## src/sv/crld_pkg.sv

```systemverilog
package crld_pkg;

   localparam int ROWS       = 64;
   localparam int COLS       = 64;
   localparam int DEPTH      = ROWS * COLS;
   localparam int ADDR_W     = $clog2(DEPTH);
   localparam int COORD_W    = 6;
   localparam int CHAR_W     = 8;
   localparam int CMDQ_DEPTH = 2;
   localparam int CMDQ_PTR_W = (CMDQ_DEPTH > 1) ? $clog2(CMDQ_DEPTH) : 1;
   localparam int CMDQ_CNT_W = $clog2(CMDQ_DEPTH + 1);

   localparam logic [CHAR_W-1:0] CH_BLANK = 8'h2A;  // '*'
   localparam logic [CHAR_W-1:0] CH_CROSS = 8'h2B;  // '+'
   localparam logic [CHAR_W-1:0] CH_HORIZ = 8'h2D;  // '-'
   localparam logic [CHAR_W-1:0] CH_VERT  = 8'h7C;  // '|'
   localparam logic [CHAR_W-1:0] CH_RISE  = 8'h2F;  // '/'
   localparam logic [CHAR_W-1:0] CH_FALL  = 8'h5C;  // '\'

   localparam logic OP_DRAW = 1'b0;
   localparam logic OP_READ = 1'b1;

   typedef enum logic [2:0] {
      ST_HORIZ = 3'd0,
      ST_VERT  = 3'd1,
      ST_RISE  = 3'd2,
      ST_FALL  = 3'd3,
      ST_BENT  = 3'd4,
      ST_READ  = 3'd5
   } status_type;

   // One classified request: start cell, step directions and cell count minus one.
   typedef struct packed {
      logic                is_read;
      status_type          status;
      logic [COORD_W-1:0]  row;
      logic [COORD_W-1:0]  col;
      logic                row_move;
      logic                row_dec;
      logic                col_move;
      logic [COORD_W-1:0]  len;
   } cmd_type;

endpackage

```

## src/sv/crld_cmd_queue.sv

```systemverilog
module crld_cmd_queue (
   input  logic               clock,
   input  logic               reset,
   input  logic               push,
   input  crld_pkg::cmd_type  push_cmd,
   output logic               full,
   input  logic               pop,
   output crld_pkg::cmd_type  pop_cmd,
   output logic               empty
);
   import crld_pkg::*;

   cmd_type                entry_ff [CMDQ_DEPTH];
   logic [CMDQ_PTR_W-1:0]  wr_ptr_ff, wr_ptr_in;
   logic [CMDQ_PTR_W-1:0]  rd_ptr_ff, rd_ptr_in;
   logic [CMDQ_CNT_W-1:0]  count_ff, count_in;
   logic                   do_push;
   logic                   do_pop;

   assign full    = (count_ff == CMDQ_CNT_W'(CMDQ_DEPTH));
   assign empty   = (count_ff == '0);
   assign do_push = push & ~full;
   assign do_pop  = pop & ~empty;
   assign pop_cmd = entry_ff[rd_ptr_ff];

   always_comb begin
      wr_ptr_in = wr_ptr_ff;
      rd_ptr_in = rd_ptr_ff;
      count_in  = count_ff;
      if (do_push) begin
         wr_ptr_in = (wr_ptr_ff == CMDQ_PTR_W'(CMDQ_DEPTH - 1)) ? '0 : wr_ptr_ff + 1'b1;
      end
      if (do_pop) begin
         rd_ptr_in = (rd_ptr_ff == CMDQ_PTR_W'(CMDQ_DEPTH - 1)) ? '0 : rd_ptr_ff + 1'b1;
      end
      if (do_push && !do_pop) begin
         count_in = count_ff + 1'b1;
      end else if (do_pop && !do_push) begin
         count_in = count_ff - 1'b1;
      end
   end

   always_ff @(posedge clock) begin
      if (reset) begin
         wr_ptr_ff <= '0;
         rd_ptr_ff <= '0;
         count_ff  <= '0;
      end else begin
         wr_ptr_ff <= wr_ptr_in;
         rd_ptr_ff <= rd_ptr_in;
         count_ff  <= count_in;
      end
   end

   always_ff @(posedge clock) begin
      if (do_push) begin
         entry_ff[wr_ptr_ff] <= push_cmd;
      end
   end

endmodule

```

## config.mk

```make
export PLATFORM = sky130hd
export DESIGN_NAME = crld_cmd_queue
export DESIGN_NICKNAME = d
export VERILOG_FILES = /design/src/sv/crld_pkg.sv /design/src/sv/crld_cmd_queue.sv
export SDC_FILE = /design/constraint.sdc
export NUM_CORES = 1
export LEC_CHECK = 0
export BUFFER_PORTS_ARGS = -buffer_cell sky130_fd_sc_hd__buf_2
export CAP_MARGIN = 20
export CORE_ASPECT_RATIO = 1.4
export CORE_MARGIN = 5
export CORE_UTILIZATION = 55
export DETAILED_ROUTE_END_ITERATION = 7
export PLACE_DENSITY = 0.9
export RECOVER_POWER = 100
export SYNTH_ARGS = -nofsm -noshare
export SYNTH_HDL_FRONTEND = slang
export SYNTH_SLANG_ARGS = --single-unit
export TNS_END_PERCENT = 50
```

## constraint.sdc

```tcl
create_clock -name clock -period 2.7 [get_ports clock]
set_input_delay 0.27 -clock clock [delete_from_list [all_inputs] [get_ports clock]]
set_output_delay 0.27 -clock clock [all_outputs]
set_load 0.05 [all_outputs]
```

; ---- After elaboration in Yosys (flattened, before gate mapping)
; Memories as Yosys holds them, arrays and structs flattened. A register that Yosys moved wholly into a read port is not among the register bits.
; Cells that the tools add are included.
[op_classes]
n_reduce_logical = 6
eq_ne = 1
n_addsub = 4
mux = 8
bitwise = 4
[op_table]
columns = operator, count
row1 = 1-bit two-way mux, 6
row2 = 2-bit two-way mux, 2
row3 = 1-bit adder (second input constant), 2
row4 = 2-bit by 1-bit adder with 2-bit output (second input constant), 1
row5 = 1-bit AND, 2
row6 = 2-bit == test (second input constant), 1
row7 = 1-bit logical AND, 2
row8 = 1-bit zero test, 2
row9 = 2-bit zero test, 1
row10 = 1-bit NOT, 2
row11 = 2-bit nonzero test, 1
row12 = 2-bit by 1-bit subtractor with 2-bit output (second input constant), 1
[totals]
input_bits = 29
mem_count = 1
elab_cells = 27
register_bits = 4
out_inout_bits = 27
ram_bits = 50
[memory_table]
columns = name, words, width, read_ports, rd_clocked_by_memory_dff, wr, line
row1 = entry_ff, 2, 25, 1, 1, 1, crld_cmd_queue.sv:13  ; cmd_type entry_ff [CMDQ_DEPTH];

; ---- Longest topological paths before layout
; Gate-level depths: netlist (run 1).
[logic_depth]
word_depth = 7
depth_mapped = 6

; ---- Least setup slack after synthesis (run 1)
; No wires, ideal clock.
[synth_timing]
path_kind = reg2reg
start = register count_ff[1]
end = register count_ff[1]
path_slack_ns = 0.860
stages_incl_launch_ff = 6
arrival_ns = 1.770
setup_ns = 0.070
period_less_slack_ns = 1.840
path_cell_list = dfxtp_1 > nor2b_2 > nor2_1 > ha_1 > or3_1 > a21oi_1
[synth_via]
elab_chain_cells = 6
elab_cells_between_ends = 15
cone_classes = 2 x add/sub / 1 x eq/ne / 2 x mux / 4 x bitwise / 6 x reduce/logical
[synth_rtl]
columns = item, line
row1 = start: declaration, crld_cmd_queue.sv:16  ; logic [CMDQ_CNT_W-1:0] count_ff, count_in;
row2 = start signal: assignment, crld_cmd_queue.sv:51  ; count_ff <= count_in;
row3 = 2-bit == test (*), crld_cmd_queue.sv:20  ; assign full = (count_ff == CMDQ_CNT_W'(CMDQ_DEPTH));
row4 = net full, crld_cmd_queue.sv:6  ; output logic full,
row5 = 1-bit NOT (*), crld_cmd_queue.sv:22  ; assign do_push = push & ~full;
row6 = 1-bit AND (*), crld_cmd_queue.sv:22
row7 = net do_push, crld_cmd_queue.sv:17  ; logic do_push;
row8 = 1-bit zero test, crld_cmd_queue.sv:38  ; end else if (do_pop && !do_push) begin
row9 = 1-bit logical AND, crld_cmd_queue.sv:38
row10 = 2-bit nonzero test (no line), -
; Mark *: on every way through the listed nets, which the timed path passes. The rest lies on a longest branch. The select of a mux whose other input is x is not followed.
; A chain may end at the register's enable or synchronous reset.

==> results of run 1 <==
==> through the flow <==
stage                     util [%]  total power, mW  instances  instance area [sq um]
after floorplan                  -            1.955        103                   2021
after global placement       65.11            2.138        200                   2351
after detailed placement     65.11            2.183        200                   2351
after CTS                    67.26            2.592        207                   2429
after global routing         65.84            2.630        207                   2377
final                        65.84            2.520        207                   2377
==> layer usage <==
metal	track usage [%]	vias to the layer above	routed length (um)
met5	0	-	0
met2	27.97	40	2064
met4	5.857	0	29
li1	-	512	-
met1	16.49	521	1287
met3	4.245	5	242
==> cell usage after synthesis, drive strengths merged <==
| master | n | area (sq um) |
|---|---|---|
| edfxtp | 50 | 1501 |
| nor2b | 1 | 8.760 |
| or3 | 2 | 12.51 |
| xor2 | 3 | 26.28 |
| a21oi | 2 | 10.01 |
| dfxtp | 5 | 100.1 |
| mux2 | 25 | 281.5 |
| nor2 | 5 | 18.77 |
| inv | 2 | 7.510 |
| ha | 1 | 12.51 |
| buf | 3 | 20.01 |
| o21ai | 3 | 15.01 |
| and2 | 1 | 6.260 |
==> worst reg2reg max path, cell delays in order (launching register included) <==
cell and delay (ps):
dfxtp_1 430, nor2b_1 120, nor2_1 160, and2_0 450, clkbuf_2 500
==> power by group <==
part           internal (mW)  switching, mW  total, mW
Sequential              1.07         0.0436       1.12
Clock                  0.173          0.232      0.405
Combinational          0.245          0.754      0.999
Total                   1.49           1.03       2.52
==> cell usage in the layout (no fill, tap or decap) <==
master,n
edfxtp_1,50
clkbuf_1,35
mux2_2,24
buf_2,20
nor2_1,5
dfxtp_1,5
clkbuf_8,5
o21ai_0,3
xor2_1,3
inv_1,2
or3_1,2
a21oi_1,2
clkbuf_2,2
nor2b_1,1
mux2_1,1
and2_0,1
ha_1,1
clkinv_1,1
clkinv_2,1
buf_4,1
==> area by class of cell <==
cell class / count / area, sq um / area share [%]
sequential: 55 / 1602 / 67.37
clock buffer: 5 / 68.82 / 2.895
timing repair buffer: 58 / 249.0 / 10.47
tap: 42 / 52.55 / 2.211
multi-input combinational: 43 / 389.1 / 16.37
inverter: 2 / 7.507 / 0.3158
clock inverter: 2 / 8.758 / 0.3684
==> how the worst min path moves through the flow <==
| stage | endpoint | cells after the start | startpoint | slack [ps] |
|---|---|---|---|---|
| floorplan | count_ff[1] | 1 | reset | 340 |
| global placement | entry_ff[1][6] | 1 | push_cmd[6] | 460 |
| detailed placement | entry_ff[0][1] | 1 | push_cmd[1] | 460 |
| CTS | entry_ff[1][7] | 1 | push_cmd[7] | 140 |
| global route | entry_ff[1][8] | 1 | push_cmd[8] | 140 |
| finish | entry_ff[0][1] | 1 | push_cmd[1] | 150 |
==> sequential cells by signal, summed over array words and instances, names as in the netlist, named ones only <==
register	flops
count_ff	2
entry_ff	50
rd_ptr_ff	1
wr_ptr_ff	1
==> cell families (layout without fill, tap and decap cells) <==
| logic type | after synthesis | in the layout |
|---|---|---|
| AND/OR/NAND/NOR | 9 | 9 |
| buffers and inverters | 5 | 67 |
| flip-flops | 55 | 55 |
| XOR/XNOR | 3 | 3 |
| adder cells (fa/ha/maj) | 1 | 1 |
| multiplexers | 25 | 25 |
| AO/OA/AOI/OAI | 5 | 5 |
==> run_results.csv, run 1 <==
group,metric,value,unit
synth,syn_inst,103,
setup_path,reg2reg_depth,4,
route,first_iter_violations,33,
global_routing,grt-ovfl-total,0,
setup_path,cp_num_cells,3,
route,firstDrtPassIters,4,
synth,yosysSeqAreaShare,79.26,%
finish,area_delta_synth_final,17.65,%
place,post-dp-hpwl,2660,um
sta,fin_crit,2171,ps
route,via_per_inst,5.208,
setup_path,path_class,"reg2out",
route,ant_nets,0,
synth,syn_area_per_cell,19.62,sq um
synth,synth_mux_area_share,13.93,%
setup_path,worst_path_max_delay_cell,"clkbuf_2",
synth,synth_fp_nets,133,
setup_path,path_cells,"clkbuf_2 > mux2_2 > clkbuf_1",
synth,synth_compound_area_share,1.238,%
global_routing,grt_pass1_vias,1152,
finish,nNetsFinal,195,
setup_path,rrSetupSlack,680,ps
sta,hold_violations,0,
route,drc,0,
global_routing,gr-usage-all-layers,15.43,%
die,rows,26,
power,power_density,1060,nW/um^2
setup_path,critPathBufInv,2,
worst_hold_path,hold_path_class,"in2reg",
synth,synthesis.area,2021,sq um
clocking,ctsResizeCount,0,
setup_path,reg2reg_to,"entry_ff[1][7]",
die,io_pins,56,
outcome,outcome,"finished, final reports clean",
finish,drive_gt1_share,32.12,%
sta,tightest_slew,636.1,ps
sta,maxSlewHeadroom,57.59,%
global_routing,grt_max_degree,26,
sta,skew,5.746,ps
setup_path,crit_end,"pop_cmd[20]",
sta,rsz0062_at_grt,"false",
clocking,clkTransAtPathRegs,90,ps
setup_path,slowest_delay,510,ps
synth,yosys.area_share.adder,0.6192,%
synth,synthXorXnorAreaFrac,1.300,%
power,ir_drop,0.7149,mV
clocking,clockBufferDepth,2,
flow_run,maxCapViolations,0,
global_routing,grt_pass1_wl,5388,um
setup_path,cp.arrival,1900,ps
route,wl,3623,um
setup_path,cp-start-kind,"flop",
place,place_ws,961.3,ps
setup_path,worstPathRequired,2430,ps
synth,synth_top_family_by_area,"multiplexers",
sta,drv_slew,0,
synth,synthSimpleGateAreaFrac,2.291,%
clocking,tritoncts,"yes",
power,p_leak,0.8332,nW
clocking,clock_latency,300,ps
finish,fillers,277,
setup_path,cp_max_fo,25,
setup_path,timing.rr.start,"count_ff[0]",
die,core_area,3611,sq um
sta,max_freq,0.4606,GHz
sta,fin_crit_sh,80.41,%
setup_path,crit_path_end_kind,"output pin",
die,die_x,61.23,um
place,portBuffers,55,
sta,holdWs,154.2,ps
synth,yosysWarnings,0,
die,die_h,81.72,um
finish,num_antenna_cells,0,
sta,setup_viol,0,
clocking,cts-hold-fix-buffers,0,
clocking,cts_root_buffer,"clkbuf_8",
route,vias,1078,
clocking,postCtsSetupBuffers,0,
sta,setup_ws,528.8,ps
synth,yosysUniqueCellTypes,14,
clocking,cts_buffers,5,
global_routing,antenna_found_initial,0,
die,start_util,55.96,%
clocking,cts_sinks,55,
clocking,cts-htree-levels,2,
die,fp.dieArea,5003,sq um
route,routedWlPerCell,17.50,um
setup_path,cpLargestDelayFamily,"buffers and inverters",
sta,final.setup.tns,0,ps
synth,synth_seq_cells,55,
place,gp_congestion,0.6846,
(Power assumes the default switching activity.)
==> inputs of run 2 (changes only) <==
--- a/config.mk
+++ b/config.mk
@@ -5,13 +5,14 @@
 export SDC_FILE = /design/constraint.sdc
 export NUM_CORES = 1
 export LEC_CHECK = 0
+export ABC_AREA = 1
 export BUFFER_PORTS_ARGS = -buffer_cell sky130_fd_sc_hd__buf_2
 export CAP_MARGIN = 20
 export CORE_ASPECT_RATIO = 1.4
 export CORE_MARGIN = 5
-export CORE_UTILIZATION = 55
+export CORE_UTILIZATION = 47
 export DETAILED_ROUTE_END_ITERATION = 7
-export PLACE_DENSITY = 0.9
+export PLACE_DENSITY = 0.82
 export RECOVER_POWER = 100
 export SYNTH_ARGS = -nofsm -noshare
 export SYNTH_HDL_FRONTEND = slang
==> constraint.sdc (replaced) <==
create_clock -name clock -period 1.85 [get_ports clock]
set_input_delay 0.185 -clock clock [delete_from_list [all_inputs] [get_ports clock]]
set_output_delay 0.185 -clock clock [all_outputs]
set_load 0.05 [all_outputs]
==> run 2 against run 1 <==
Non-clock buffer count grew 3. Synthesized cell count rose by 12%. Register-to-register slack worse by 480 ps. Sequential power increased by 48%. Sequential share of layout area is 5.2 points lower. Combinational power up 47%. Highest routed layer unchanged. Critical endpoint is now pop_cmd[22]. Routed wire length is 12% lower. Utilization is 8.6 points lower. Setup slack worse by 340 ps. Cell count is 17% higher.
==> run_results.csv, run 2 <==
group,metric,value,unit
synth,syn_inst,115,
worst_hold_path,hold_path_class,"in2reg",
die,start_util,48.05,%
global_routing,grt_pass1_vias,1155,
synth,syn_area_per_cell,18.80,sq um
synth,synth_top_area_share,69.44,%
synth,synth_mux_area_share,16.49,%
power,power_density,1447,nW/um^2
route,via_per_inst,4.634,
sta,final.setup.tns,0,ps
die,io_pins,56,
setup_path,crit_path_end_kind,"output pin",
finish,fin_util,57.26,%
power,ir_drop,0.9582,mV
die,rows,29,
finish,top_regs,"entry_ff (50), count_ff (2)",
synth,synth_compound_area_share,1.736,%
clocking,cts-hold-fix-buffers,0,
sta,fin_crit_sh,90.02,%
synth,synthTopCellsByArea,"edfxtp_1, mux2_4, dfxtp_1, mux2_2, buf_12",
setup_path,worst_path_max_delay_cell,"dfxtp_2",
setup_path,cpLargestDelayFamily,"buffers and inverters",
synth,synth_edf_count,50,
route,ant_nets,0,
place,gp_congestion,0.6871,
clocking,clkTransAtPathRegs,90,ps
sta,skew,8.226,ps
synth,synthSimpleGateAreaFrac,3.183,%
global_routing,grt_max_degree,17,
route,firstDrtPassIters,4,
clocking,clockBufferDepth,2,
setup_path,worstPathRequired,1660,ps
finish,largest_reg_flops,50,
route,wl,3204,um
setup_path,cp_max_fo,7,
sta,tightest_slew,738.5,ps
synth,yosysUniqueCellTypes,19,
route,first_iter_violations,30,
sta,max_freq,0.6004,GHz
setup_path,cp.arrival,1480,ps
place,dpl.cell_count,235,
finish,drive_gt1_share,45.30,%
place,place_ws,361.4,ps
clocking,ctsResizeCount,0,
synth,yosysWarnings,0,
die,core_area,4499,sq um
clocking,cts_root_buffer,"clkbuf_8",
setup_path,critPathBufInv,2,
global_routing,grt-ovfl-total,0,
setup_path,cp-start-kind,"flop",
sta,drv_slew,0,
sta,fin_crit,1665,ps
synth,yosys.area.top_type,"edfxtp_1",
clocking,cts_buffers,5,
synth,yosysMostFrequentCell,"edfxtp_1",
clocking,cts-htree-levels,2,
flow_run,maxCapViolations,0,
global_routing,antenna_found_initial,0,
outcome,outcome,"finished, final reports clean",
synth,yosysSeqAreaShare,74.07,%
setup_path,path_class,"reg2out",
sta,rsz0062_at_grt,"false",
route,drc,0,
route,vias,1126,
synth,synth_seq_cells,55,
sta,maxSlewHeadroom,50.76,%
synth,synthesis.area,2162,sq um
synth,synthArstFlopShare,0,%
route,routedWlPerCell,13.19,um
clocking,clock_latency,300,ps
place,post-dp-hpwl,2439,um
global_routing,grt_pass1_wl,5202,um
die,die_x,67.32,um
finish,most-common-layout-cells,"edfxtp_1, clkbuf_2, buf_2",
clocking,tritoncts,"yes",
place,portBuffers,55,
setup_path,slowest_delay,440,ps
setup_path,path_cells,"buf_4 > mux2_4 > clkbuf_2",
clocking,cts_sinks,55,
power,p_total,3.729,mW
synth,yosys.area_share.adder,0.5787,%
global_routing,gr-usage-all-layers,11.48,%
finish,regArea,1603,sq um
finish,final_common_cell,"edfxtp_1",
finish,largest_register,"entry_ff",
synth,synthXorXnorAreaFrac,0,%
sta,setup_ws,184.6,ps
finish,num_antenna_cells,0,
synth,synth_common_cells,"edfxtp_1, mux2_4, nor2_1",
synth,synth_top_family_by_area,"multiplexers",
finish,nNetsFinal,210,
power,p_leak,0.9998,nW
die,die_h,90.25,um
finish,fin_cells,243,
sta,setup_viol,0,
die,fp.dieArea,6076,sq um
finish,area_delta_synth_final,19.16,%
finish,multiInputGateArea,474.2,sq um
finish,fillers,396,
sta,hold_violations,0,
synth,synth_top_flop_cell,"edfxtp_1",
synth,synth_fp_nets,145,
clocking,postCtsSetupBuffers,0,
==> run 2: cell count changes in the layout (fill, tap and decap cells not counted), moves of 2 or more <==
cell / previous run / this run
clkbuf_2: 2 / 22
mux2_4: 0 / 20
mux2_2: 24 / 5
clkbuf_1: 35 / 17
inv_1: 2 / 7
nand2_1: 0 / 3
nor2_1: 5 / 8
xor2_1: 3 / 0
or3_1: 2 / 0
==> run 2: cell type report <==
cell class | instances | share of cell area, %
clock buffers | 6 | 2.817
clock inverters | 2 | 0.4857
inverters | 9 | 1.311
multi-input cells | 48 | 18.41
flip-flops and latches | 55 | 62.21
well taps | 62 | 3.011
repair buffers | 61 | 11.75
==> run 2: metrics by stage <==
stage,instance area (sq um),hold slack (ps)
2_1_floorplan,2162,283.9
3_3_place_gp,2526,372.8
3_5_place_dp,2526,376.7
4_1_cts,2611,60.53
5_1_grt,2576,57.50
6_report,2576,71.29
==> run 2: cells by family (layout without fill, tap and decap cells) <==
logic type	Yosys count	after routing
AO/OA/AOI/OAI	6	6
buffers and inverters	12	78
adder cells (fa/ha/maj)	1	1
AND/OR/NAND/NOR	16	16
flip-flops	55	55
multiplexers	25	25
==> run 2: power breakdown <==
part           switching [mW]  internal [mW]
Clock                   0.341          0.265
Combinational            1.01          0.457
Sequential             0.0804           1.58
==> run 2: path summary, 6_finish.rpt <==
path | start | end | slack [ps] | cells after the start
worst max register to register | count_ff[0] | entry_ff[1][17] | 200 | 3
worst min-delay path | push_cmd[22] | entry_ff[0][22] | 70 | 1
worst min register to register | wr_ptr_ff | wr_ptr_ff | 530 | 2
worst max-delay path | flop | pop_cmd[22] | 180 | 3
==> run 2: routing by layer <==
| metal | track usage, % | up-vias | wire, um |
|---|---|---|---|
| li1 | - | 551 | - |
| met1 | 12.31 | 530 | 1213 |
| met2 | 20.34 | 39 | 1738 |
| met3 | 3.362 | 6 | 191 |
| met4 | 4.569 | 0 | 61 |
| met5 | 0 | - | 0 |
==> inputs of run 3 (changes only) <==
--- a/config.mk
+++ b/config.mk
@@ -12,8 +12,10 @@
 export CORE_MARGIN = 5
 export CORE_UTILIZATION = 47
 export DETAILED_ROUTE_END_ITERATION = 7
+export MAX_ROUTING_LAYER = met4
 export PLACE_DENSITY = 0.82
 export RECOVER_POWER = 100
+export SLEW_MARGIN = 20
 export SYNTH_ARGS = -nofsm -noshare
 export SYNTH_HDL_FRONTEND = slang
 export SYNTH_SLANG_ARGS = --single-unit
==> run 3 against run 2 <==
Clock-buffer cell count unchanged. Global-route usage up 0.34 points. Combinational power about the same. Clock power about the same. Clock skew about the same. Largest cell class unchanged.
==> run_results.csv, run 3 (synthesis gave the netlist of run 2 again) <==
group,metric,value,unit
global_routing,antenna_found_initial,0,
clocking,cts_sinks,55,
die,io_pins,56,
setup_path,cp_max_fo,7,
die,fp.dieArea,6076,sq um
sta,skew,8.208,ps
finish,largest_register,"entry_ff",
clocking,clkTransAtPathRegs,90,ps
place,portBuffers,55,
die,core_area,4499,sq um
sta,holdWs,71.29,ps
sta,rsz0062_at_grt,"false",
power,ir_drop,0.9581,mV
flow_run,maxCapViolations,0,
route,first_iter_violations,30,
power,p_total,3.729,mW
clocking,clock_latency,300,ps
die,die_h,90.25,um
clocking,clockBufferDepth,2,
route,wl,3203,um
route,ant_nets,0,
finish,fillers,396,
outcome,outcome,"finished, final reports clean",
die,die_x,67.32,um
finish,area_delta_synth_final,19.16,%
finish,num_antenna_cells,0,
global_routing,gr-usage-all-layers,11.82,%
route,routedWlPerCell,13.18,um
sta,drv_slew,0,
clocking,cts-hold-fix-buffers,0,
clocking,ctsResizeCount,0,
finish,final_common_cell,"edfxtp_1",
clocking,cts_buffers,5,
route,via_per_inst,4.634,
worst_hold_path,holdPathStages,1,
route,firstDrtPassIters,4,
clocking,postCtsSetupBuffers,0,
finish,most-common-layout-cells,"edfxtp_1, clkbuf_2, buf_2",
sta,fin_crit_sh,90.02,%
sta,max_freq,0.6005,GHz
setup_path,worstPathRequired,1660,ps
finish,nNetsFinal,210,
setup_path,cp-start-kind,"flop",
finish,top_regs,"entry_ff (50), count_ff (2)",
power,p_leak,0.9998,nW
sta,setup_viol,0,
setup_path,crit_path_end_kind,"output pin",
clocking,cts-htree-levels,2,
sta,fin_crit,1665,ps
global_routing,grt_max_degree,17,
global_routing,grt_pass1_wl,5216,um
finish,drive_gt1_share,45.30,%
global_routing,grt-ovfl-total,0,
finish,largest_reg_flops,50,
sta,hold_violations,0,
die,rows,29,
sta,tightest_slew,738.4,ps
place,gp_congestion,0.6943,
route,drc,0,
sta,setup_ws,184.6,ps
clocking,tritoncts,"yes",
power,power_density,1448,nW/um^2
sta,maxSlewHeadroom,50.77,%
worst_hold_path,hold_path_class,"in2reg",
global_routing,grt_pass1_vias,1154,
die,start_util,48.05,%
place,place_ws,361.4,ps
setup_path,path_class,"reg2out",
place,post-dp-hpwl,2439,um
clocking,cts_root_buffer,"clkbuf_8",
route,vias,1126,
setup_path,reg2reg_depth,3,
setup_path,cp.arrival,1480,ps
==> run 3: cell counts in the layout (fill, tap and decap cells not counted) <==
No cell type changed its count.
==> run 3: cell type report <==
type | count | area, sq um | area share, %
timing repair buffer | 61 | 302.8 | 11.75
clock buffer | 6 | 72.57 | 2.817
tap | 62 | 77.57 | 3.011
clock inverter | 2 | 12.51 | 0.4857
inverter | 9 | 33.78 | 1.311
multi-input combinational | 48 | 474.2 | 18.41
sequential | 55 | 1603 | 62.21
==> run 3: final timing paths <==
path                      from              end  slack [ps]
setup reg to reg   count_ff[0]  entry_ff[1][17]         200
hold / removal    push_cmd[22]  entry_ff[0][22]          70
hold reg to reg      wr_ptr_ff        wr_ptr_ff         530
setup / recovery          flop      pop_cmd[22]         180
==> run 3: per-layer routing <==
metal / share of wire, % / vias to the layer above / track usage (%) / wire length [um]
met4: 1.9 / 0 / 4.569 / 61
li1: - / 551 / - / -
met5: 0 / - / - / 0
met2: 54 / 39 / 20.34 / 1737
met1: 39 / 530 / 12.56 / 1236
met3: 5.2 / 6 / 3.113 / 168
==> run 3: power by group <==
group	internal, mW	switching [mW]
Sequential	1.58	0.0804
Combinational	0.457	1.01
Clock	0.265	0.341
Total	2.30	1.43
==> run 3: worst max-delay path: stages, from the launching register on <==
cell and delay [ps]:
dfxtp_2 440, buf_4 210, mux2_4 310, clkbuf_2 240
==> run 3: through the flow <==
step | area (sq um) | setup TNS (ps) | util (%) | instances
after floorplan | 2162 | -8655 | - | 115
after global placement | 2526 | 0 | 56.15 | 235
after detailed placement | 2526 | 0 | 56.15 | 235
after CTS | 2611 | 0 | 58.04 | 243
after global routing | 2576 | 0 | 57.26 | 243
final | 2576 | 0 | 57.26 | 243
