[src/sv/crld_pkg.sv]
package crld_pkg;

   localparam int ROWS       = 64;
   localparam int COLS       = 64;
   localparam int DEPTH      = ROWS * COLS;
   localparam int ADDR_W     = $clog2(DEPTH);
   localparam int COORD_W    = 6;
   localparam int CHAR_W     = 8;
   localparam int CMDQ_DEPTH = 2;
   localparam int CMDQ_PTR_W = (CMDQ_DEPTH > 1) ? $clog2(CMDQ_DEPTH) : 1;
   localparam int CMDQ_CNT_W = $clog2(CMDQ_DEPTH + 1);

   localparam logic [CHAR_W-1:0] CH_BLANK = 8'h2A;  // '*'
   localparam logic [CHAR_W-1:0] CH_CROSS = 8'h2B;  // '+'
   localparam logic [CHAR_W-1:0] CH_HORIZ = 8'h2D;  // '-'
   localparam logic [CHAR_W-1:0] CH_VERT  = 8'h7C;  // '|'
   localparam logic [CHAR_W-1:0] CH_RISE  = 8'h2F;  // '/'
   localparam logic [CHAR_W-1:0] CH_FALL  = 8'h5C;  // '\'

   localparam logic OP_DRAW = 1'b0;
   localparam logic OP_READ = 1'b1;

   typedef enum logic [2:0] {
      ST_HORIZ = 3'd0,
      ST_VERT  = 3'd1,
      ST_RISE  = 3'd2,
      ST_FALL  = 3'd3,
      ST_BENT  = 3'd4,
      ST_READ  = 3'd5
   } status_type;

   // One classified request: start cell, step directions and cell count minus one.
   typedef struct packed {
      logic                is_read;
      status_type          status;
      logic [COORD_W-1:0]  row;
      logic [COORD_W-1:0]  col;
      logic                row_move;
      logic                row_dec;
      logic                col_move;
      logic [COORD_W-1:0]  len;
   } cmd_type;

endpackage

[src/sv/crld_front.sv]
module crld_front (
   input  logic                          req_push,
   output logic                          req_full,
   input  logic                          req_op,
   input  logic [crld_pkg::COORD_W-1:0]  req_start_row,
   input  logic [crld_pkg::COORD_W-1:0]  req_start_col,
   input  logic [crld_pkg::COORD_W-1:0]  req_end_row,
   input  logic [crld_pkg::COORD_W-1:0]  req_end_col,
   input  logic                          q_full,
   input  logic                          clearing,
   output logic                          q_push,
   output crld_pkg::cmd_type             q_cmd
);
   import crld_pkg::*;

   logic [COORD_W-1:0] dr;
   logic [COORD_W-1:0] dc;
   logic               rises;

   assign req_full = q_full | clearing;
   assign q_push   = req_push & ~req_full;

   assign dr    = (req_start_row > req_end_row) ? req_start_row - req_end_row
                                                : req_end_row - req_start_row;
   assign dc    = (req_start_col > req_end_col) ? req_start_col - req_end_col
                                                : req_end_col - req_start_col;
   assign rises = (req_end_row > req_start_row) != (req_end_col > req_start_col);

   always_comb begin
      q_cmd          = '0;
      q_cmd.status   = ST_BENT;
      if (req_op == OP_READ) begin
         q_cmd.is_read = 1'b1;
         q_cmd.status  = ST_READ;
         q_cmd.row     = req_start_row;
         q_cmd.col     = req_start_col;
      end else if (req_start_row == req_end_row) begin
         q_cmd.status   = ST_HORIZ;
         q_cmd.row      = req_start_row;
         q_cmd.col      = (req_start_col < req_end_col) ? req_start_col : req_end_col;
         q_cmd.col_move = 1'b1;
         q_cmd.len      = dc;
      end else if (req_start_col == req_end_col) begin
         q_cmd.status   = ST_VERT;
         q_cmd.row      = (req_start_row < req_end_row) ? req_start_row : req_end_row;
         q_cmd.col      = req_start_col;
         q_cmd.row_move = 1'b1;
         q_cmd.len      = dr;
      end else if (dr == dc && rises) begin
         // start at the lower endpoint (larger row), walk up and right
         q_cmd.status   = ST_RISE;
         q_cmd.row      = (req_end_row > req_start_row) ? req_end_row : req_start_row;
         q_cmd.col      = (req_end_row > req_start_row) ? req_end_col : req_start_col;
         q_cmd.row_move = 1'b1;
         q_cmd.row_dec  = 1'b1;
         q_cmd.col_move = 1'b1;
         q_cmd.len      = dr;
      end else if (dr == dc) begin
         // start at the upper endpoint (smaller row), walk down and right
         q_cmd.status   = ST_FALL;
         q_cmd.row      = (req_end_row < req_start_row) ? req_end_row : req_start_row;
         q_cmd.col      = (req_end_row < req_start_row) ? req_end_col : req_start_col;
         q_cmd.row_move = 1'b1;
         q_cmd.col_move = 1'b1;
         q_cmd.len      = dr;
      end
   end

endmodule

[config.mk]
export PLATFORM = sky130hd
export DESIGN_NAME = crld_front
export DESIGN_NICKNAME = d
export VERILOG_FILES = /design/src/sv/crld_pkg.sv /design/src/sv/crld_front.sv
export SDC_FILE = /design/constraint.sdc
export NUM_CORES = 1
export LEC_CHECK = 0
export BUFFER_PORTS_ARGS = -buffer_cell sky130_fd_sc_hd__buf_2
export CAP_MARGIN = 20
export CORE_ASPECT_RATIO = 2
export CORE_MARGIN = 2
export CORE_UTILIZATION = 55
export DETAILED_ROUTE_END_ITERATION = 6
export GPL_TIMING_DRIVEN = 0
export PLACE_DENSITY = 0.87
export SLEW_MARGIN = 10
export SYNTH_ARGS = -nofsm -noshare
export SYNTH_HDL_FRONTEND = slang
export SYNTH_SLANG_ARGS = --single-unit
[constraint.sdc]
create_clock -name vclk -period 4.3
set_clock_uncertainty 0.1 [all_clocks]
set_input_delay 0.43 -clock vclk [all_inputs]
set_output_delay 0.43 -clock vclk [all_outputs]
set_load 0.005 [all_outputs]
# After elaboration in Yosys (flattened, before gate mapping)
# Cells that the tools add are included.
[classes]
n_addsub = 4
n_lt_le_gt_ge = 7
bitwise_logic = 3
n_reduce_logical = 1
muxes = 22
eq_ne = 4
[op_table]
columns = ["cell", "n"]
rows = [
  ["6-bit 2-to-1 mux", 9],
  ["16-bit 2-to-1 mux", 3],
  ["15-bit 2-to-1 mux", 2],
  ["6-bit greater-than comparator", 4],
  ["6-bit subtractor", 4],
  ["7-bit 2-to-1 mux", 3],
  ["6-bit == test", 3],
  ["6-bit < comparator", 3],
  ["9-bit 2-to-1 mux", 1],
  ["2-bit 2-to-1 mux", 2],
  ["1-bit 2-to-1 mux", 2],
  ["1-bit AND", 1],
  ["1-bit logical AND", 1],
  ["1-bit != test", 1],
  ["1-bit inverter", 1],
  ["1-bit OR", 1],
]
[word_totals]
out_inout_bits = 27
ff_bits = 0

# Logic depth before layout (Yosys ltp)
# Gate-level depths: netlist of run 1.
[logic_depth]
word_depth = 8
depth_mapped = 14
mapped_depth_nobuf = 13

# Worst setup path after synthesis of run 1
# OpenSTA, ideal clock, no wires.
[synth_path]
path_type = "input -> output"
startpoint = "input req_start_col[0] in the netlist's numbering"
endpoint = "output q_cmd[16] in the netlist's numbering"
arrival_time_ps = 2908
path_stages = 13
path_slack_ps = 862
cell_sequence = "inv_1 ha_1 inv_1 fa_1 a21o_1 a221o_1 a211oi_1 a311oi_2 xnor2_1 and4_4 nand3_1 a21oi_2 a22o_1"
[synth_rtl]
columns = ["element", "line", "text"]
rows = [
  ["from (decl)", "crld_front.sv:6", "input logic [crld_pkg::COORD_W-1:0] req_start_col,"],
  ["to (decl)", "crld_front.sv:12", "output crld_pkg::cmd_type q_cmd"],
]

==> impl_metrics.json, run 1 <==
{
  "status": "completed",
  "design.core.area_um2": 3160,
  "wl_per_cell_um": 15.7,
  "grt_pass1_wl_mm": 8.41,
  "critPathKind": "input pin to output pin",
  "max-slew-margin-rel": 0.444,
  "total_of_endpoints_with_negative_setup_slack_in_the_final_report": 0,
  "n_antenna_cell": 0,
  "timing.final.crit_share": 0.967,
  "max_freq_mhz": 240,
  "kind_of_start_point_of_the_critical_path": "input pin",
  "finish.net_count": 366,
  "setup-tns-final_ps": 0,
  "floorplan.die.width_um": 44.5,
  "final_layout_size_suffix_gt1_frac": 0.263,
  "synth.top_cells.by_area": "sky130_fd_sc_hd__ha_1, sky130_fd_sc_hd__inv_1, sky130_fd_sc_hd__a21oi_1",
  "yosysUniqueCellTypes": 61,
  "mapped_area_um2": 1800,
  "ys_seq_area_frac": 0,
  "netlist_instances": 252,
  "initial_utilization": 0.570,
  "pwr_density_cell_nw_per_um2": 156,
  "die_area_um2": 3770,
  "overflow": 0,
  "slowest_delay_ps": 410,
  "grt_antenna_before_repair": 0,
  "worst_ep_required_time_ps": 3770,
  "stdcell_area_um2": 2140,
  "grt_pass1_vias": 1998,
  "worst-endpoint-arrival_ps": 3630,
  "maxCapViolCount": 0,
  "placement.io_buffers": 55,
  "syn-num-nets": 308,
  "firstDrtPassIters": 4,
  "synth.largest_area_cell": "sky130_fd_sc_hd__ha_1",
  "leakage_nw": 1.16,
  "num_vias": 2164,
  "syn-mean-instance-area_um2": 7.14,
  "route.detailed.vias_per_inst": 6.38,
  "hold_violations": 0,
  "io-pin-count": 55,
  "synth.yosys.warnings": 0,
  "detail_route.iter0.violations": 68,
  "vdd_ir_drop_max_v": 0.000115,
  "drc": 0,
  "worstPathCellList": "buf_2 -> inv_1 -> ha_1 -> inv_1 -> fa_1 -> a21o_1 -> a221oi_4 -> buf_6 -> o221ai_2 -> o41ai_2 -> xor2_2 -> xnor2_2 -> nand3_1 -> a21oi_4 -> a22o_1 -> buf_2",
  "place_congestion": 0.943,
  "synth.top_cell.area_share": 0.167,
  "seq_cell_count": 0,
  "timing_max_transition_violations_final": 0,
  "die-height_um": 84.9,
  "timing.hold.worst.class": "input pin to output pin",
  "cpMaxStageDelayCell": "sky130_fd_sc_hd__a221oi_4",
  "seq_area_um2": 0,
  "maximum_number_of_pins_on_one_net_before_global_route_repair": 11,
  "crit_end": "q_cmd[19]",
  "period_minus_slack_ps": 4160,
  "cts.hold.buffers_added": 0,
  "place.detailed.hpwl_mm": 4.39,
  "postPlaceCellArea_um2": 2110,
  "nClkBuffers": 0,
  "timing.critical_path.fanout_max": 10,
  "antenna_left": 0,
  "track_usage": 0.279,
  "core.rowCount": 29,
  "overall_power_consumption_uw": 334,
  "finished_core_util": 0.677,
  "slew_at_the_pin_closest_to_its_max_slew_limit_ps": 832,
  "cp-end-kind": "output pin",
  "area.growth.synth_to_final_pct": 18.6,
  "critical_path.startpoint": "req_start_col[0]",
  "wl_mm": 5.32
}
-- critical path: cells and delay by family --
family | cells | cell delay [ps]
AOI/OAI and AO/OA | 6 | 1310
adders and majority gates | 2 | 640
buffers and inverters | 5 | 580
xor gates and xnor gates | 2 | 490
and+or+nand+nor | 1 | 190
-- cell usage after synthesis (2+ instances only) --
cell type and n:
sky130_fd_sc_hd__a211o_1 2, sky130_fd_sc_hd__a211oi_1 5, sky130_fd_sc_hd__a21o_1 9, sky130_fd_sc_hd__a21oi_1 26, sky130_fd_sc_hd__a22o_1 5, sky130_fd_sc_hd__a22oi_1 6
sky130_fd_sc_hd__a31oi_1 2, sky130_fd_sc_hd__and3b_1 2, sky130_fd_sc_hd__buf_4 2, sky130_fd_sc_hd__buf_6 2, sky130_fd_sc_hd__clkbuf_1 3, sky130_fd_sc_hd__fa_1 4
sky130_fd_sc_hd__ha_1 24, sky130_fd_sc_hd__inv_1 39, sky130_fd_sc_hd__mux2_2 2, sky130_fd_sc_hd__mux2i_1 7, sky130_fd_sc_hd__nand2_1 9, sky130_fd_sc_hd__nand3_1 12
sky130_fd_sc_hd__nand4_1 3, sky130_fd_sc_hd__nand4_2 2, sky130_fd_sc_hd__nor2_1 20, sky130_fd_sc_hd__nor3_1 3, sky130_fd_sc_hd__o211a_1 2, sky130_fd_sc_hd__o211ai_1 6
sky130_fd_sc_hd__o21ai_0 6, sky130_fd_sc_hd__o21ai_1 6, sky130_fd_sc_hd__o21bai_1 3, sky130_fd_sc_hd__or3_1 2, sky130_fd_sc_hd__or4_1 2, sky130_fd_sc_hd__xnor2_1 3
sky130_fd_sc_hd__xor2_1 3
-- final cells by class --
type | count | area (µm²)
Timing Repair Buffer | 56 | 283
Buffer | 9 | 57.6
Multi-Input combinational cell | 204 | 1610
Inverter | 39 | 146
Fill cell | 283 | 1020
Tap cell | 31 | 38.8
-- worst min path at each step --
stage                     slack [ps]  cells after the start     start  endpoint
after floorplan                  830                      2  req_push    q_push
after global placement          1020                      3    q_full  req_full
after detailed placement        1030                      3    q_full  req_full
after CTS                       1030                      3    q_full  req_full
after global routing            1040                      3    q_full  req_full
final                           1020                      3    q_full  req_full
-- cell families after synthesis --
kind of cell               count (synthesis)  synth area share
AOI/OAI and AO/OA                         95             0.385
xor gates and xnor gates                   8            0.0473
adders and majority gates                 28             0.211
buffers and inverters                     48             0.113
muxes                                      9            0.0514
and+or+nand+nor                           64             0.192
-- routing by layer --
metal | wire (µm) | part of all wire | up-vias | track usage
li1 | - | - | 1035 | -
met3 | 183 | 0.034 | 23 | 0.00638
met1 | 1850 | 0.35 | 1022 | 0.279
met5 | 0 | 0 | - | 0
met2 | 3010 | 0.57 | 84 | 0.540
met4 | 270 | 0.051 | 0 | 0.140
-- cells in the final DEF (no fill, tap or decap), types with 3 or more instances in the layout --
| cell type | Yosys | final |
|---|---|---|
| sky130_fd_sc_hd__buf_2 | 1 | 56 |
| sky130_fd_sc_hd__inv_1 | 39 | 39 |
| sky130_fd_sc_hd__a21oi_1 | 26 | 26 |
| sky130_fd_sc_hd__ha_1 | 24 | 24 |
| sky130_fd_sc_hd__nor2_1 | 20 | 20 |
| sky130_fd_sc_hd__nand3_1 | 12 | 12 |
| sky130_fd_sc_hd__a21o_1 | 9 | 9 |
| sky130_fd_sc_hd__nand2_1 | 9 | 9 |
| sky130_fd_sc_hd__mux2i_1 | 7 | 7 |
| sky130_fd_sc_hd__o211ai_1 | 6 | 6 |
| sky130_fd_sc_hd__o21ai_0 | 6 | 6 |
| sky130_fd_sc_hd__a22oi_1 | 6 | 6 |
| sky130_fd_sc_hd__o21ai_1 | 6 | 6 |
| sky130_fd_sc_hd__a211oi_1 | 5 | 5 |
| sky130_fd_sc_hd__a22o_1 | 5 | 5 |
| sky130_fd_sc_hd__fa_1 | 4 | 4 |
| sky130_fd_sc_hd__clkbuf_1 | 3 | 3 |
| sky130_fd_sc_hd__nor3_1 | 3 | 3 |
| sky130_fd_sc_hd__buf_4 | 2 | 3 |
| sky130_fd_sc_hd__xnor2_1 | 3 | 3 |
| sky130_fd_sc_hd__xor2_1 | 3 | 3 |
| sky130_fd_sc_hd__nand4_1 | 3 | 3 |
| sky130_fd_sc_hd__o21bai_1 | 3 | 3 |
-- metrics by stage --
step,hold WS [ps],instances,worst slack (ps)
after floorplan,831,252,862
after global placement,1020,338,208
after detailed placement,1030,338,197
final,1020,339,140
after global routing,1040,339,-7.63
after CTS,1030,338,190
-- what timing repair did --
| item | in CTS | in global routing |
|---|---|---|
| setup endpoints to repair | 0 | 8 |
| buffers inserted | 0 | 1 |
| gates resized for setup | 0 | 2 |
-- power breakdown --
part | internal, mW | switching [mW] | total, mW
sequential | 0 | 0 | 0
clock | 0 | 0 | 0
combinational | 0.144 | 0.190 | 0.334
Note: power is estimated with default switching activity, not from simulation.
==> run 2: changes to the inputs <==
- CAP_MARGIN: 20 -> not set
- MAX_ROUTING_LAYER: not set -> met4
- REMOVE_ABC_BUFFERS: not set -> 1
==> impl_metrics.json, run 2 (same netlist as run 1, synthesis figures left out) <==
{
  "status": "completed",
  "leading_cell_type_in_the_layout_fill_and_taps_excluded": "sky130_fd_sc_hd__buf_2",
  "nClkBuffers": 0,
  "netSwitchingPower_uw": 187,
  "track_usage": 0.279,
  "worstHoldEndpoint": "req_full",
  "vdd_ir_drop_max_v": 0.000125,
  "holdWs_ps": 1020,
  "cp-end-kind": "output pin",
  "setup-tns-final_ps": 0,
  "timing.critical_path.fanout_max": 5,
  "grt_pass1_wl_mm": 8.18,
  "worstPathCellList": "buf_2 -> inv_1 -> ha_1 -> inv_1 -> fa_1 -> a21oi_1 -> o211a_1 -> a211oi_1 -> a311oi_1 -> xnor2_1 -> and4_4 -> nand3_1 -> a21oi_2 -> a22o_1 -> buf_2",
  "power.share.sequential": 0,
  "power.clock.fraction": 0,
  "overflow": 0,
  "postPlaceCellArea_um2": 2060,
  "place_congestion": 0.911,
  "maximum_number_of_pins_on_one_net_before_global_route_repair": 21,
  "preCtsSetupSlack_ps": 38.6,
  "critPathKind": "input pin to output pin",
  "wl_mm": 5.27,
  "route.detailed.vias_per_inst": 6.30,
  "firstDrtPassIters": 4,
  "grt_pass1_vias": 1908,
  "placedCellCount": 329,
  "period_minus_slack_ps": 4070,
  "p_sw_frac": 0.571,
  "final_cells": 331,
  "seq_cell_count": 0,
  "cpMaxStageDelayCell": "sky130_fd_sc_hd__a311oi_1",
  "max_freq_mhz": 245,
  "n_antenna_cell": 0,
  "grt_antenna_before_repair": 0,
  "power.combinational.fraction": 1.000,
  "core.rowCount": 29,
  "fillerInstances": 306,
  "finish.net_count": 358,
  "wl_per_cell_um": 15.9,
  "area.growth.synth_to_final_pct": 16.7,
  "internal-power_uw": 141,
  "cts.hold.buffers_added": 0,
  "timing_max_transition_violations_final": 0,
  "timing.hold.worst.class": "input pin to output pin",
  "initial_utilization": 0.570,
  "detail_route.iter0.violations": 69,
  "design.core.area_um2": 3160,
  "stdcell_area_um2": 2100,
  "final_layout_size_suffix_gt1_frac": 0.267,
  "placement.io_buffers": 55,
  "antenna_left": 0,
  "slowest_delay_ps": 480,
  "drc": 0,
  "total_of_endpoints_with_negative_setup_slack_in_the_final_report": 0,
  "floorplan.die.width_um": 44.5,
  "worst_ep_required_time_ps": 3770,
  "slew_at_the_pin_closest_to_its_max_slew_limit_ps": 570,
  "kind_of_start_point_of_the_critical_path": "input pin",
  "seq_area_um2": 0,
  "worst-endpoint-arrival_ps": 3540,
  "whs_path_depth": 3,
  "pwr_density_cell_nw_per_um2": 156,
  "setup_repair_after_global_routing_missed_its_margin": "no",
  "hold_violations": 0,
  "timing.final.crit_share": 0.947,
  "commonest_cells_after_routing_fill_and_taps_aside": "sky130_fd_sc_hd__buf_2, sky130_fd_sc_hd__inv_1, sky130_fd_sc_hd__a21oi_1",
  "max-slew-margin-rel": 0.619,
  "layout_setup_ws_ps": 226,
  "die-height_um": 84.9,
  "leakage_nw": 1.14,
  "io-pin-count": 55,
  "place.detailed.hpwl_mm": 4.26,
  "maxCapViolCount": 0,
  "num_vias": 2086,
  "die_area_um2": 3770,
  "finished_core_util": 0.666,
  "overall_power_consumption_uw": 328,
  "holdCritStartpoint": "q_full"
}
-- run 2: cell count changes in the layout (fill, tap and decap cells not counted), sizes merged --
cell	before	now
clkbuf	3	0
buf	62	57
-- run 2: worst max path at each step --
stage                     depth (start not counted)              from         to
after floorplan                                  13  req_start_col[0]  q_cmd[16]
after global placement                           14  req_start_col[0]  q_cmd[15]
after detailed placement                         15  req_start_col[0]  q_cmd[16]
after CTS                                        15  req_start_col[0]  q_cmd[16]
after global routing                             14  req_start_row[0]  q_cmd[15]
final                                            15  req_start_row[0]  q_cmd[16]
-- run 2: final cells by class --
type                            count  area [µm²]  share of cell area
Timing Repair Buffer               57         315               0.150
Inverter                           39         146              0.0696
Multi-Input combinational cell    204        1600               0.762
Tap cell                           31        38.8              0.0185
-- run 2: worst max-delay path, delay by kind of cell --
family          cells  cell delay (ps)
compound gates      6             1630
fa+ha+maj           2              570
simple gates        2              390
buf+inv             4              350
xor+xnor            1              190
-- run 2: per-layer routing --
| layer | share of wire | wire length, µm | vias up | global-route usage |
|---|---|---|---|---|
| met5 | 0 | 0 | - | - |
| met1 | 0.37 | 1930 | 964 | 0.275 |
| li1 | - | - | 1016 | - |
| met4 | 0.037 | 195 | 0 | 0.102 |
| met2 | 0.57 | 2980 | 88 | 0.539 |
| met3 | 0.032 | 169 | 18 | 0.00851 |
-- run 2: timing repair --
| action | in CTS | in global routing |
|---|---|---|
| buffers inserted | 0 | 2 |
| gates resized for setup | 0 | 3 |
| setup endpoints to repair | 0 | 17 |
-- run 2: power by group through the flow --
stage | sequential (mW) | clock (mW) | combinational (mW)
4_1_cts | 0 | 0 | 0.312
5_1_grt | 0 | 0 | 0.357
6_report | 0 | 0 | 0.328
3_3_place_gp | 0 | 0 | 0.302
3_5_place_dp | 0 | 0 | 0.310
2_1_floorplan | 0 | 0 | 0.224
==> run 3: changes to the inputs <==
- ABC_AREA: not set -> 1
- CORE_UTILIZATION: 55 -> 59
==> impl_metrics.json, run 3 <==
{
  "hold_violations": 0,
  "ys_seq_area_frac": 0,
  "global_route.usage.met3": 0.00149,
  "core.rowCount": 35,
  "area.growth.synth_to_final_pct": 8.39,
  "final_layout_size_suffix_gt1_frac": 0.156,
  "synth.largest_area_cell": "sky130_fd_sc_hd__nand2_1",
  "grt_pass1_vias": 2634,
  "cp-end-kind": "output pin",
  "seq_area_um2": 0,
  "initial_utilization": 0.605,
  "io-pin-count": 55,
  "timing.critical_path.fanout_max": 25,
  "timing.final.crit_share": 0.941,
  "overall_power_consumption_uw": 458,
  "syn-mean-instance-area_um2": 5.25,
  "track_usage": 0.261,
  "power.share.sequential": 0,
  "worst_ep_required_time_ps": 3770,
  "slowest_delay_ps": 460,
  "p_sw_frac": 0.658,
  "setup_repair_after_global_routing_missed_its_margin": "no",
  "firstDrtPassIters": 5,
  "mapped_area_um2": 2730,
  "worstPathCellList": "buf_2 -> inv_1 -> ha_1 -> nand2_2 -> inv_1 -> nand2_1 -> nand2_1 -> a21oi_2 -> o21bai_4 -> nand2_4 -> xor2_4 -> inv_1 -> nand3_1 -> o21ai_1 -> nand2_1 -> a21oi_2 -> buf_2",
  "finish.net_count": 614,
  "netlist_instances": 520,
  "worst-endpoint-arrival_ps": 3520,
  "max-slew-margin-rel": 0.489,
  "leading_cell_type_in_the_layout_fill_and_taps_excluded": "sky130_fd_sc_hd__nand2_1",
  "num_vias": 3302,
  "netSwitchingPower_uw": 302,
  "nClkBuffers": 0,
  "synth.yosys.warnings": 0,
  "detail_route.iter0.violations": 172,
  "place.detailed.hpwl_mm": 5.27,
  "grt_util_met2": 0.451,
  "die_area_um2": 5220,
  "power.clock.fraction": 0,
  "critPathKind": "input pin to output pin",
  "overflow": 0,
  "grt_antenna_before_repair": 0,
  "layout_setup_ws_ps": 253,
  "synth.top_cells.by_area": "sky130_fd_sc_hd__nand2_1, sky130_fd_sc_hd__inv_1, sky130_fd_sc_hd__ha_1",
  "drc": 0,
  "die-height_um": 100,
  "design.core.area_um2": 4510,
  "timing_max_transition_violations_final": 0,
  "place_congestion": 0.885,
  "cpMaxStageDelayCell": "sky130_fd_sc_hd__ha_1",
  "vdd_ir_drop_max_v": 0.000177,
  "wl_per_cell_um": 11.4,
  "synth.top_cell.area_share": 0.224,
  "preCtsSetupSlack_ps": -257,
  "gr-usage-met1": 0.354,
  "maximum_number_of_pins_on_one_net_before_global_route_repair": 27,
  "commonest_cells_after_routing_fill_and_taps_aside": "sky130_fd_sc_hd__nand2_1, sky130_fd_sc_hd__inv_1, sky130_fd_sc_hd__nand3_1",
  "floorplan.die.width_um": 52.1,
  "post_synth_most_frequent_cells": "sky130_fd_sc_hd__nand2_1, sky130_fd_sc_hd__inv_1, sky130_fd_sc_hd__nand3_1",
  "power.combinational.fraction": 1.000,
  "antenna_left": 0,
  "timing.hold.worst.class": "input pin to output pin",
  "status": "completed",
  "wl_mm": 6.94,
  "globalRoute.busiestLayer": "met2",
  "placement.io_buffers": 55,
  "maxCapViolCount": 0,
  "route.detailed.vias_per_inst": 5.40,
  "setup-tns-final_ps": 0,
  "n_antenna_cell": 0,
  "seq_cell_count": 0,
  "total_of_endpoints_with_negative_setup_slack_in_the_final_report": 0,
  "pwr_density_cell_nw_per_um2": 155,
  "cts.hold.buffers_added": 0,
  "internal-power_uw": 157,
  "slew_at_the_pin_closest_to_its_max_slew_limit_ps": 763,
  "grt_pass1_wl_mm": 11.1,
  "kind_of_start_point_of_the_critical_path": "input pin",
  "period_minus_slack_ps": 4050,
  "max_freq_mhz": 247,
  "synth_most_common_cell": "sky130_fd_sc_hd__nand2_1",
  "leakage_nw": 1.77,
  "yosysUniqueCellTypes": 32
}
## run 3: cell count changes after synthesis, sizes merged, moves of 8 or more
cell   before  now
nand2       9  174
o22ai       0   10
o21ai      12   60
a21oi      27   19
buf         6   16
nand3      13   65
nor2       20   38
a21o       10    0
inv        39   85
## run 3: worst max-delay path: cells and delay by family
| kind | cells | cell delay, ps |
|---|---|---|
| xor gates and xnor gates | 1 | 260 |
| and+or+nand+nor | 6 | 790 |
| adders and majority gates | 1 | 460 |
| buffers and inverters | 5 | 820 |
| AOI/OAI and AO/OA | 4 | 750 |
## run 3: path summary, 6_finish.rpt
kind / start / cells past startpoint / slack [ps] / to
hold / removal: req_op / 2 / 1000 / q_cmd[24]
setup / recovery: req_start_row[2] / 17 / 250 / q_cmd[15]
## run 3: layout make-up
class	count	area, µm²
fillers	455	1550
inverters	85	319
multi-input cells	414	2280
well taps	55	68.8
repair buffers	57	290
## run 3: layer usage
metal	vias up	share of wire
met5	-	0
met4	0	0.0063
met3	6	0.056
met2	124	0.48
met1	1434	0.45
li1	1738	-
## run 3: metrics by stage
stage          cell area [µm²]  utilization  cells  hold slack (ps)
6_report                  2960        0.656    611             1000
5_1_grt                   2960        0.656    611             1020
4_1_cts                   2930        0.650    608              999
3_5_place_dp              2920        0.646    608              999
3_3_place_gp              2920        0.646    608             1000
2_1_floorplan             2570            -    498              760
## run 3: cells by family after synthesis
family          count (synthesis)  share of synthesized area
simple gates                  289                      0.486
buf+inv                       107                      0.175
compound gates                 90                      0.177
fa+ha+maj                      28                      0.139
xor+xnor                        6                     0.0220
## run 3: what timing repair did
| item | in CTS | in global routing |
|---|---|---|
| endpoints found under the setup margin | 14 | 14 |
| gates cloned | 0 | 1 |
| resized for setup | 2 | 0 |
| pin swaps | 0 | 2 |
| buffers inserted | 0 | 2 |
## run 3: power by group through the flow
stage,clock network [mW],logic [mW],registers [mW]
after floorplan,0,0.329,0
final,0,0.458,0
after global routing,0,0.516,0
after detailed placement,0,0.436,0
after global placement,0,0.430,0
after CTS,0,0.442,0
